**src/rtl/slwd_pkg.sv**
```systemverilog
package slwd_pkg;

  typedef enum logic [3:0] {
    K_IDLE     = 4'd0,
    K_BUSY_ON  = 4'd1,
    K_BUSY_OFF = 4'd2,
    K_TRAILER  = 4'd3,
    K_REGION   = 4'd4,
    K_CHIP_HDR = 4'd5,
    K_EMPTY    = 4'd6,
    K_SHORT    = 4'd7,
    K_LONG     = 4'd8,
    K_END      = 4'd9
  } kind_t;

  typedef enum logic [1:0] {
    PH_START   = 2'd0,
    PH_NEED2   = 2'd1,
    PH_NEED3   = 2'd2,
    PH_TRAILER = 2'd3
  } phase_t;

  typedef enum logic [1:0] {
    PK_CHIP_HDR = 2'd0,
    PK_EMPTY    = 2'd1,
    PK_SHORT    = 2'd2,
    PK_LONG     = 2'd3
  } pending_t;

  localparam logic [7:0] BYTE_IDLE     = 8'hFF;
  localparam logic [7:0] BYTE_BUSY_ON  = 8'hF1;
  localparam logic [7:0] BYTE_BUSY_OFF = 8'hF0;
  localparam logic [3:0] NIB_PAD       = 4'b0010;
  localparam logic [3:0] NIB_TRAILER   = 4'b1011;
  localparam logic [2:0] TOP3_REGION   = 3'b110;
  localparam logic [3:0] NIB_CHIP_HDR  = 4'b1010;
  localparam logic [3:0] NIB_EMPTY     = 4'b1110;
  localparam logic [1:0] TOP2_SHORT    = 2'b01;
  localparam logic [1:0] TOP2_LONG     = 2'b00;

  typedef struct packed {
    logic [7:0] data_byte;
    logic       lane_last;
  } beat_t;

  typedef struct packed {
    kind_t       word_kind;
    logic [3:0]  header_nibble;
    logic [7:0]  bunch_byte;
    logic [4:0]  region_id;
    logic [3:0]  encoder_id;
    logic [9:0]  pixel_address;
    logic [6:0]  hit_map;
    logic [23:0] raw_word;
    logic        lane_end;
  } word_t;

endpackage

```
**src/rtl/slwd_lane_if.sv**
```systemverilog
interface slwd_lane_if;
  logic       valid;
  logic       ready;
  logic [7:0] data_byte;
  logic       lane_last;

  modport source (output valid, output data_byte, output lane_last, input ready);
  modport sink (input valid, input data_byte, input lane_last, output ready);
endinterface

```
**src/rtl/slwd_word_if.sv**
```systemverilog
interface slwd_word_if;
  logic        valid;
  logic        ready;
  logic [3:0]  word_kind;
  logic [3:0]  header_nibble;
  logic [7:0]  bunch_byte;
  logic [4:0]  region_id;
  logic [3:0]  encoder_id;
  logic [9:0]  pixel_address;
  logic [6:0]  hit_map;
  logic [23:0] raw_word;
  logic        lane_end;

  modport source (
    output valid, output word_kind, output header_nibble, output bunch_byte,
    output region_id, output encoder_id, output pixel_address, output hit_map,
    output raw_word, output lane_end, input ready
  );
  modport sink (
    input valid, input word_kind, input header_nibble, input bunch_byte,
    input region_id, input encoder_id, input pixel_address, input hit_map,
    input raw_word, input lane_end, output ready
  );
endinterface

```
**src/rtl/slwd_parser.sv**
```systemverilog
module slwd_parser (
  input  logic           clk,
  input  logic           rst,
  input  logic           advance,
  input  slwd_pkg::beat_t beat,
  output logic           produced,
  output slwd_pkg::word_t word
);
  import slwd_pkg::*;

  phase_t     phase, phase_next;
  pending_t   pending, pending_next;
  logic [7:0] first_byte, first_byte_next;
  logic [7:0] second_byte, second_byte_next;

  always_ff @(posedge clk) begin
    if (rst) begin
      phase <= PH_START;
    end else if (advance) begin
      phase <= phase_next;
    end
  end

  always_ff @(posedge clk) begin
    if (advance) begin
      pending     <= pending_next;
      first_byte  <= first_byte_next;
      second_byte <= second_byte_next;
    end
  end

  always_comb begin
    logic [7:0] b;
    logic       skip;
    b                = beat.data_byte;
    skip             = (b[7:4] == NIB_PAD) || (phase == PH_TRAILER);
    phase_next       = phase;
    pending_next     = pending;
    first_byte_next  = first_byte;
    second_byte_next = second_byte;
    produced         = 1'b0;
    word             = '0;
    word.word_kind   = K_IDLE;
    word.lane_end    = beat.lane_last;

    if (!skip) begin
      unique case (phase)
        PH_START: begin
          word.raw_word = {16'h0, b};
          if (b == BYTE_IDLE) begin
            word.word_kind = K_IDLE;
            produced       = 1'b1;
          end else if (b == BYTE_BUSY_ON) begin
            word.word_kind = K_BUSY_ON;
            produced       = 1'b1;
          end else if (b == BYTE_BUSY_OFF) begin
            word.word_kind = K_BUSY_OFF;
            produced       = 1'b1;
          end else if (b[7:4] == NIB_TRAILER) begin
            word.word_kind     = K_TRAILER;
            word.header_nibble = b[3:0];
            produced           = 1'b1;
            phase_next         = PH_TRAILER;
          end else if (b[7:5] == TOP3_REGION) begin
            word.word_kind = K_REGION;
            word.region_id = b[4:0];
            produced       = 1'b1;
          end else if (b[7:4] == NIB_CHIP_HDR) begin
            first_byte_next = b;
            pending_next    = PK_CHIP_HDR;
            phase_next      = PH_NEED2;
          end else if (b[7:4] == NIB_EMPTY) begin
            first_byte_next = b;
            pending_next    = PK_EMPTY;
            phase_next      = PH_NEED2;
          end else if (b[7:6] == TOP2_SHORT) begin
            first_byte_next = b;
            pending_next    = PK_SHORT;
            phase_next      = PH_NEED2;
          end else if (b[7:6] == TOP2_LONG) begin
            first_byte_next = b;
            pending_next    = PK_LONG;
            phase_next      = PH_NEED2;
          end
        end
        PH_NEED2: begin
          word.raw_word = {8'h0, first_byte, b};
          unique case (pending)
            PK_CHIP_HDR, PK_EMPTY: begin
              word.word_kind     = (pending == PK_CHIP_HDR) ? K_CHIP_HDR : K_EMPTY;
              word.header_nibble = first_byte[3:0];
              word.bunch_byte    = b;
              produced           = 1'b1;
              phase_next         = PH_START;
            end
            PK_SHORT: begin
              word.word_kind     = K_SHORT;
              word.encoder_id    = first_byte[5:2];
              word.pixel_address = {first_byte[1:0], b};
              produced           = 1'b1;
              phase_next         = PH_START;
            end
            PK_LONG: begin
              second_byte_next = b;
              phase_next       = PH_NEED3;
            end
            default: ;
          endcase
        end
        PH_NEED3: begin
          word.word_kind     = K_LONG;
          word.encoder_id    = first_byte[5:2];
          word.pixel_address = {first_byte[1:0], second_byte};
          word.hit_map       = b[6:0];
          word.raw_word      = {first_byte, second_byte, b};
          produced           = 1'b1;
          phase_next         = PH_START;
        end
        default: ;
      endcase
    end

    // last beat always reports and drops any partial word
    if (beat.lane_last) begin
      if (!produced) begin
        word           = '0;
        word.word_kind = K_END;
        word.lane_end  = 1'b1;
        produced       = 1'b1;
      end
      phase_next = PH_START;
    end
  end

  a_last_resets: assert property (@(posedge clk) disable iff (rst)
    advance && beat.lane_last |=> phase == PH_START)
    else $error("parser not back at word start after lane end");

  a_last_reports: assert property (@(posedge clk) disable iff (rst)
    advance && beat.lane_last |-> produced)
    else $error("lane end beat gave no result");

  a_trailer_locks: assert property (@(posedge clk) disable iff (rst)
    advance && produced && word.word_kind == K_TRAILER && !beat.lane_last
    |=> phase == PH_TRAILER)
    else $error("trailer did not lock out the rest of the lane");

  a_end_is_empty: assert property (@(posedge clk) disable iff (rst)
    produced && word.word_kind == K_END |-> word.raw_word == '0 && word.lane_end)
    else $error("end-only result carries word bytes");

endmodule

```
**src/rtl/slwd_out_reg.sv**
```systemverilog
module slwd_out_reg (
  input  logic            clk,
  input  logic            rst,
  input  logic            push,
  input  slwd_pkg::word_t word,
  output logic            free,
  slwd_word_if.source     words
);
  import slwd_pkg::*;

  logic  valid;
  word_t held;

  assign free = !valid || words.ready;

  always_ff @(posedge clk) begin
    if (rst) begin
      valid <= 1'b0;
    end else if (free) begin
      valid <= push;
    end
  end

  always_ff @(posedge clk) begin
    if (free && push) begin
      held <= word;
    end
  end

  assign words.valid         = valid;
  assign words.word_kind     = held.word_kind;
  assign words.header_nibble = held.header_nibble;
  assign words.bunch_byte    = held.bunch_byte;
  assign words.region_id     = held.region_id;
  assign words.encoder_id    = held.encoder_id;
  assign words.pixel_address = held.pixel_address;
  assign words.hit_map       = held.hit_map;
  assign words.raw_word      = held.raw_word;
  assign words.lane_end      = held.lane_end;

endmodule

```
**src/rtl/sensor_lane_word_decoder.sv**
```systemverilog
// channel  modport  beat carries
// lane     sink     data_byte, lane_last
// words    source   word_kind, header_nibble, bunch_byte, region_id, encoder_id,
//                   pixel_address, hit_map, raw_word, lane_end
//
// One byte a cycle sustained while words is not stalled; a byte's result reaches
// the words port through the input register and then the result register.
// The parse state advances only as a byte leaves the input register.
// Synchronous reset empties both registers and returns the parser to word start.
// A stall on words holds the result register; the input register then holds
// too, and lane.ready falls once both are full.
module sensor_lane_word_decoder (
  input logic         clk,
  input logic         rst,
  slwd_lane_if.sink   lane,
  slwd_word_if.source words
);
  import slwd_pkg::*;

  logic  in_valid;
  beat_t in_beat;
  logic  advance;
  logic  free;
  logic  produced;
  word_t word;

  assign advance    = in_valid && free;
  assign lane.ready = !in_valid || advance;

  always_ff @(posedge clk) begin
    if (rst) begin
      in_valid <= 1'b0;
    end else if (lane.ready) begin
      in_valid <= lane.valid;
    end
  end

  always_ff @(posedge clk) begin
    if (lane.ready && lane.valid) begin
      in_beat.data_byte <= lane.data_byte;
      in_beat.lane_last <= lane.lane_last;
    end
  end

  slwd_parser u_parser (
    .clk      (clk),
    .rst      (rst),
    .advance  (advance),
    .beat     (in_beat),
    .produced (produced),
    .word     (word)
  );

  slwd_out_reg u_out (
    .clk   (clk),
    .rst   (rst),
    .push  (advance && produced),
    .word  (word),
    .free  (free),
    .words (words)
  );

endmodule

```
**src/flat_wrapper.sv**
```systemverilog
// flat-port wrapper written by rule: the top's interface ports become plain ports
module sensor_lane_word_decoder_flat import slwd_pkg::*;
  (clk, rst, lane_valid, lane_data_byte, lane_lane_last, lane_ready, words_valid, words_word_kind, words_header_nibble, words_bunch_byte, words_region_id, words_encoder_id, words_pixel_address, words_hit_map, words_raw_word, words_lane_end, words_ready);
  slwd_lane_if lane_i ();
  slwd_word_if words_i ();
  input logic clk;
  input logic rst;
  input wire logic [$bits(lane_i.valid)-1:0] lane_valid;
  input wire logic [$bits(lane_i.data_byte)-1:0] lane_data_byte;
  input wire logic [$bits(lane_i.lane_last)-1:0] lane_lane_last;
  output wire logic [$bits(lane_i.ready)-1:0] lane_ready;
  output wire logic [$bits(words_i.valid)-1:0] words_valid;
  output wire logic [$bits(words_i.word_kind)-1:0] words_word_kind;
  output wire logic [$bits(words_i.header_nibble)-1:0] words_header_nibble;
  output wire logic [$bits(words_i.bunch_byte)-1:0] words_bunch_byte;
  output wire logic [$bits(words_i.region_id)-1:0] words_region_id;
  output wire logic [$bits(words_i.encoder_id)-1:0] words_encoder_id;
  output wire logic [$bits(words_i.pixel_address)-1:0] words_pixel_address;
  output wire logic [$bits(words_i.hit_map)-1:0] words_hit_map;
  output wire logic [$bits(words_i.raw_word)-1:0] words_raw_word;
  output wire logic [$bits(words_i.lane_end)-1:0] words_lane_end;
  input wire logic [$bits(words_i.ready)-1:0] words_ready;
  assign lane_i.valid = lane_valid;
  assign lane_i.data_byte = lane_data_byte;
  assign lane_i.lane_last = lane_lane_last;
  assign lane_ready = lane_i.ready;
  assign words_valid = words_i.valid;
  assign words_word_kind = words_i.word_kind;
  assign words_header_nibble = words_i.header_nibble;
  assign words_bunch_byte = words_i.bunch_byte;
  assign words_region_id = words_i.region_id;
  assign words_encoder_id = words_i.encoder_id;
  assign words_pixel_address = words_i.pixel_address;
  assign words_hit_map = words_i.hit_map;
  assign words_raw_word = words_i.raw_word;
  assign words_lane_end = words_i.lane_end;
  assign words_i.ready = words_ready;
  sensor_lane_word_decoder u_core (.clk(clk), .rst(rst), .lane(lane_i), .words(words_i));
endmodule
```
**config.mk**
```make
export PLATFORM = sky130hd
export DESIGN_NAME = sensor_lane_word_decoder_flat
export DESIGN_NICKNAME = d
export VERILOG_FILES = /design/src/rtl/slwd_pkg.sv /design/src/rtl/slwd_lane_if.sv /design/src/rtl/slwd_word_if.sv /design/src/rtl/slwd_parser.sv /design/src/rtl/slwd_out_reg.sv /design/src/rtl/sensor_lane_word_decoder.sv /design/src/flat_wrapper.sv
export SDC_FILE = /design/constraint.sdc
export NUM_CORES = 1
export LEC_CHECK = 0
export BUFFER_PORTS_ARGS = -buffer_cell sky130_fd_sc_hd__buf_2
export CAP_MARGIN = 20
export CORE_MARGIN = 2
export CORE_UTILIZATION = 55
export CTS_CLUSTER_SIZE = 40
export DETAILED_ROUTE_END_ITERATION = 10
export PLACE_DENSITY = 0.79
export SLEW_MARGIN = 40
export SYNTH_ARGS = -nofsm -noshare
export SYNTH_HDL_FRONTEND = slang
export SYNTH_SLANG_ARGS = --single-unit
```
**constraint.sdc**
```tcl
create_clock -name clk -period 13.4 [get_ports clk]
set_input_delay 2.68 -clock clk [delete_from_list [all_inputs] [get_ports clk]]
set_output_delay 2.68 -clock clk [all_outputs]
set_load 0.05 [all_outputs]
```
==> impl_metrics.ini, run 1 <==
[outcome]
status = finished clean

[clock_tree]
cts_tree = done
post_cts_buffers = 0
clk_pin_slew_worst_paths_ns = 0.09
clock_path_buffers = 2
clk_latency_ns = 0.35
cts_resized = 0
root_buffer = clkbuf_8
cts_max_level = 3
postCtsHoldBufs = 0
cts_buffers = 9
clkSinkCount = 98

[timing]
holdWs_ns = 0.517
rsz0062_at_grt = no
slew_viol_final = 0
slew_headroom = 0.498
report.final.hold_viol_count = 0
tns_ns = 0
worst_pin_slew_ns = 0.753
post-route-period-util = 0.441
fmax_ghz = 0.169
finalCriticalPeriod_ns = 5.90
finalSetupViolCount = 0
finClkSkew_ns = 0.00930

[cells_and_area]
fin_nets = 417
drive_above_1_share = 0.286
fillers = 610
synthToLayoutAreaGrowth_pct = 14.8
antenna_cells = 0

[synthesis]
seq_area_frac_synth = 0.678
synth_ff_type = edfxtp_1
synth_commonest_cells = 94 x edfxtp_1, 31 x nor3_1, 25 x nand2_1
netlist_top_cells_area = edfxtp_1 66%, nor3_1 3.6%, ha_1 2.9%, a22oi_1 2.3%, and3_1 2.2%
yosys.area.top_type_share = 0.659
syn-num-nets = 342
ys_ff_latch = 98
postSynth.asyncResetShare = 0
synth_cell_types = 45
synth-edff-count = 94
synth_largest_area_cell = edfxtp_1
syn_inst = 319
syn_area_per_cell_sq_um = 13.4
yosysWarnings = 0
synthesis.area_sq_um = 4280
synth_most_common_cell = edfxtp_1

[routing]
firstDrtPassIters = 5
viasPerCell = 5.75
drc = 0
routed_wl_um = 8830
wl_per_cell_um = 17.6
drtIter0Drc = 227
ant_nets = 0
vias = 2883

[placement]
detailed_place_hpwl_um = 5830
gp_congestion = 0.836
portBuffers = 81

[power]
seqPwrFrac = 0.605
switchingPower_w = 0.000160
comb_power_share = 0.118
p_per_area_nw_per_um2 = 121
p_int_w = 0.000432
switching_share = 0.270
clkPwrFrac = 0.277
p_leak_nw = 1.81
ir_drop_mv = 0.0757

[floorplan]
dieArea_sq_um = 8510
die_h_um = 92.2
fp.coreArea_sq_um = 7650
fp.dieW_um = 92.2
num_rows = 32
ioPinCount = 82
initial_core_util = 0.560

[grt]
track_usage = 0.219
first_global_vias = 2758
overflow = 0
grt_max_degree = 38
grt_pass1_wl_um = 14000
antenna_found_initial = 0

[worst_setup_path]
crit_start = words_ready
arrival_ns = 3.22
worstSetupEndpointType = primary output
path_class = in2out
worstSetupStartpointType = input pin
r2r_start = u_core.in_beat[7]
r2r_end = u_core.u_out.words.hit_map[4]
worst-path-max-fanout = 2
cp.required_ns = 10.72
reg2reg_slack_ns = 10.65
reg2regPathDepth = 5

[min_path]
hold_path.class = reg2reg
hold_end = u_core.u_parser.phase[0]
min_from = u_core.u_parser.phase[0]
holdPathStages = 1

[job]
maxCapViolCount = 0
[layer usage]
metal	track usage	vias up	routed length, um
met5	0	-	0
met4	0.0908	0	183
met3	0.0394	15	624
met2	0.360	131	4300
met1	0.288	1368	3720
li1	-	1369	-
[kinds of logic (layout without fill, tap and decap cells)]
logic type,count (synthesis),count (layout),synth area share
and+or+nand+nor,127,127,0.158
DFF,98,98,0.678
AOI/OAI and AO/OA,51,51,0.0973
buffers and inverters,32,112,0.0353
adders and majority gates,10,10,0.0292
muxes,1,1,0.00263
[stage by stage]
stage	instance area, sq um	total power (W)	util	std cells	worst slack (ns)
6_report	4910	0.000592	0.643	501	7.50
3_5_place_dp	4740	0.000435	0.620	485	7.50
4_1_cts	4910	0.000596	0.642	501	7.49
2_1_floorplan	4280	0.000418	-	319	5.37
3_3_place_gp	4730	0.000433	0.618	483	7.52
5_1_grt	4910	0.000612	0.643	501	7.42
[registers in the layout, summed over array words and instances, names as in the netlist, 2 cells and up]
name                              cells
u_core.u_out.words.encoder_id         4
u_core.u_parser.pending               2
u_core.u_out.words.region_id          5
u_core.u_out.words.bunch_byte         8
u_core.u_out.words.raw_word          24
u_core.u_parser.second_byte           8
u_core.u_out.words.header_nibble      4
u_core.u_out.words.word_kind          4
u_core.u_out.words.pixel_address     10
u_core.u_parser.first_byte            8
u_core.u_out.words.hit_map            7
u_core.in_beat                        9
u_core.u_parser.phase                 2
[power groups by stage]
| stage | Combinational (W) | Sequential [W] | Clock [W] |
|---|---|---|---|
| after global placement | 0.0000681 | 0.000365 | 0 |
| after CTS | 0.0000699 | 0.000358 | 0.000168 |
| after floorplan | 0.0000275 | 0.000391 | 0 |
| after global routing | 0.0000746 | 0.000359 | 0.000178 |
| final | 0.0000700 | 0.000358 | 0.000164 |
| after detailed placement | 0.0000699 | 0.000365 | 0 |
[placed cells by master (no fill, tap or decap), types with 2 or more instances in the layout]
master	n
nor2_1	10
nand2_1	25
ha_1	9
buf_2	81
edfxtp_1	94
o21ai_0	7
a21oi_1	4
nor3_1	30
dfxtp_1	4
clkinvlp_4	3
nand2b_1	3
a21bo_2	2
a22o_1	8
buf_4	4
clkinv_2	2
o2bb2ai_1	2
clkbuf_8	9
nor4_1	11
and3_1	15
a22oi_1	13
inv_1	11
a31oi_1	4
nor2b_1	2
nand3_1	6
and2_1	14
nor2_2	2
[worst max-delay path, stage by stage]
cell,delay [ns]
buf_2,0.10
nor2b_1,0.14
nand2_1,0.08
buf_2,0.22
[area by class of cell]
cell class,count,area (sq um),share of cell area
Tap cell,102,128,0.0260
Inverter,11,41.3,0.00840
Clock buffer,10,128,0.0260
Sequential cell,98,2900,0.591
Timing Repair Buffer,85,435,0.0886
Clock inverter,6,41.3,0.00840
Multi-Input combinational cell,189,1240,0.252
[how the worst max path moves through the flow]
stage | to | slack, ns | cells after the start
floorplan | u_core.u_out.words.bunch_byte[0] | 5.37 | 3
global placement | lane_ready | 7.52 | 4
detailed placement | lane_ready | 7.50 | 4
CTS | lane_ready | 7.49 | 4
global route | lane_ready | 7.42 | 4
finish | lane_ready | 7.50 | 4
Power figures use the tool's default switching activity.
==> run 2: changes to the inputs <==
--- a/config.mk
+++ b/config.mk
@@ -8,10 +8,10 @@
 export BUFFER_PORTS_ARGS = -buffer_cell sky130_fd_sc_hd__buf_2
 export CAP_MARGIN = 20
 export CORE_MARGIN = 2
-export CORE_UTILIZATION = 55
+export CORE_UTILIZATION = 50
 export CTS_CLUSTER_SIZE = 40
 export DETAILED_ROUTE_END_ITERATION = 10
-export PLACE_DENSITY = 0.79
+export PLACE_DENSITY = 0.76
 export SLEW_MARGIN = 40
 export SYNTH_ARGS = -nofsm -noshare
 export SYNTH_HDL_FRONTEND = slang
==> constraint.sdc (replaced) <==
create_clock -name clk -period 4.7 [get_ports clk]
set_input_delay 0.94 -clock clk [delete_from_list [all_inputs] [get_ports clk]]
set_output_delay 0.94 -clock clk [all_outputs]
set_load 0.05 [all_outputs]
==> run 2 against run 1 <==
- sequential power rose to 2.8 times the previous value
- core utilization decreased by 4.1 points
- clock power rose to 3.3 times the previous value
- combinational power grew to 2.9 times the previous value
- sequential cell count did not move
- register-to-register slack lost 8.9 ns
- largest cell class unchanged
- largest power group unchanged
==> impl_metrics.ini, run 2 (synthesis results as in run 1) <==
[cells_and_area]
synthToLayoutAreaGrowth_pct = 16.0
largest_register_ffs = 24
antenna_cells = 0
fin_nets = 418
mostFrequentLayoutCell = edfxtp_1
fin_area_sq_um = 4970
finalNonFillerCells = 505
final_cell_mix = 94 x edfxtp_1, 81 x buf_2, 30 x nor3_1
drive_above_1_share = 0.283

[clock_tree]
clock_path_buffers = 2
cts_max_level = 3
post_cts_buffers = 0
cts_buffers = 9
cts_tree = done
clkSinkCount = 98
root_buffer = clkbuf_8
clk_latency_ns = 0.36
cts_resized = 0
postCtsHoldBufs = 0
clk_pin_slew_worst_paths_ns = 0.09

[worst_setup_path]
worstSetupEndpointType = flop
arrival_ns = 2.98
reg2reg_slack_ns = 1.77
worst-path-max-fanout = 48
cp.required_ns = 4.74
worstSetupStartpointType = flop
path_class = reg2reg

[grt]
overflow = 0
grt_max_degree = 49
first_global_vias = 2686
antenna_found_initial = 0
grt_pass1_wl_um = 14000
track_usage = 0.206

[timing]
post-route-period-util = 0.624
tns_ns = 0
finalSetupViolCount = 0
report.final.hold_viol_count = 0
fmax_ghz = 0.341
slew_viol_final = 0
finalCriticalPeriod_ns = 2.93
finClkSkew_ns = 0.0107
slew_headroom = 0.524
worst_pin_slew_ns = 0.713
rsz0062_at_grt = no

[routing]
drc = 0
wl_per_cell_um = 18.1
drtIter0Drc = 232
vias = 2919
routed_wl_um = 9130
firstDrtPassIters = 5
ant_nets = 0
viasPerCell = 5.78

[job]
maxCapViolCount = 0

[power]
p_leak_nw = 1.83
total_power_w = 0.00176
p_per_area_nw_per_um2 = 354
ir_drop_mv = 0.182

[placement]
detailed_place_hpwl_um = 6320
portBuffers = 81
gp_congestion = 1.01
post_dp_cell_area_sq_um = 4770
placed_cells = 489

[floorplan]
die_h_um = 96.6
initial_core_util = 0.519
dieArea_sq_um = 9320
fp.coreArea_sq_um = 8260
ioPinCount = 82
num_rows = 33
fp.dieW_um = 96.6

[outcome]
status = finished clean

[min_path]
hold_path.class = reg2reg
==> run 2: metrics by stage <==
stage | hold WS, ns | utilization | setup slack [ns]
after detailed placement | 0.531 | 0.578 | 1.53
after floorplan | 0.424 | - | 0.457
after global placement | 0.504 | 0.576 | 1.55
after CTS | 0.543 | 0.602 | 1.50
final | 0.534 | 0.602 | 1.77
after global routing | 0.558 | 0.602 | 1.52
==> run 2: per-layer routing <==
metal  vias to the layer above  GRT usage  part of all wire
met5                         -          0                 0
met4                         0     0.0728             0.027
met3                        20     0.0388             0.077
met2                       152      0.330              0.47
met1                      1383      0.283              0.43
li1                       1364          -                 -
==> run 2: cell type report <==
type                            instances  area [sq um]
Tap cell                              105           131
Timing Repair Buffer                   86           459
Multi-Input combinational cell        189          1240
Sequential cell                        98          2900
Fill cell                             684          3290
Clock inverter                          6          65.1
Clock buffer                           10           128
Inverter                               11          41.3
==> run 2: critical path, stage by stage, from the launching register on <==
cell      delay (ns)
edfxtp_1        0.69
nor4b_1         0.17
nor2_2          0.52
nor2_1          0.21
nor3_4          0.50
buf_6           0.24
buf_12          0.26
==> run 2: power breakdown <==
group	switching, W	leakage [nW]	internal, W
sequential	0.0000261	0.907	0.000992
combinational	0.000155	0.834	0.0000499
clock	0.000290	0.0866	0.000246
==> run 2: worst paths after layout <==
kind | startpoint | to | cells after the start
hold reg to reg | u_core.u_parser.phase[1] | u_core.u_parser.phase[1] | 1
hold / removal | u_core.u_parser.phase[1] | u_core.u_parser.phase[1] | 1
setup reg to reg | u_core.in_beat[7] | u_core.u_out.words.raw_word[10] | 6
setup / recovery | u_core.in_beat[7] | u_core.u_out.words.raw_word[10] | 6
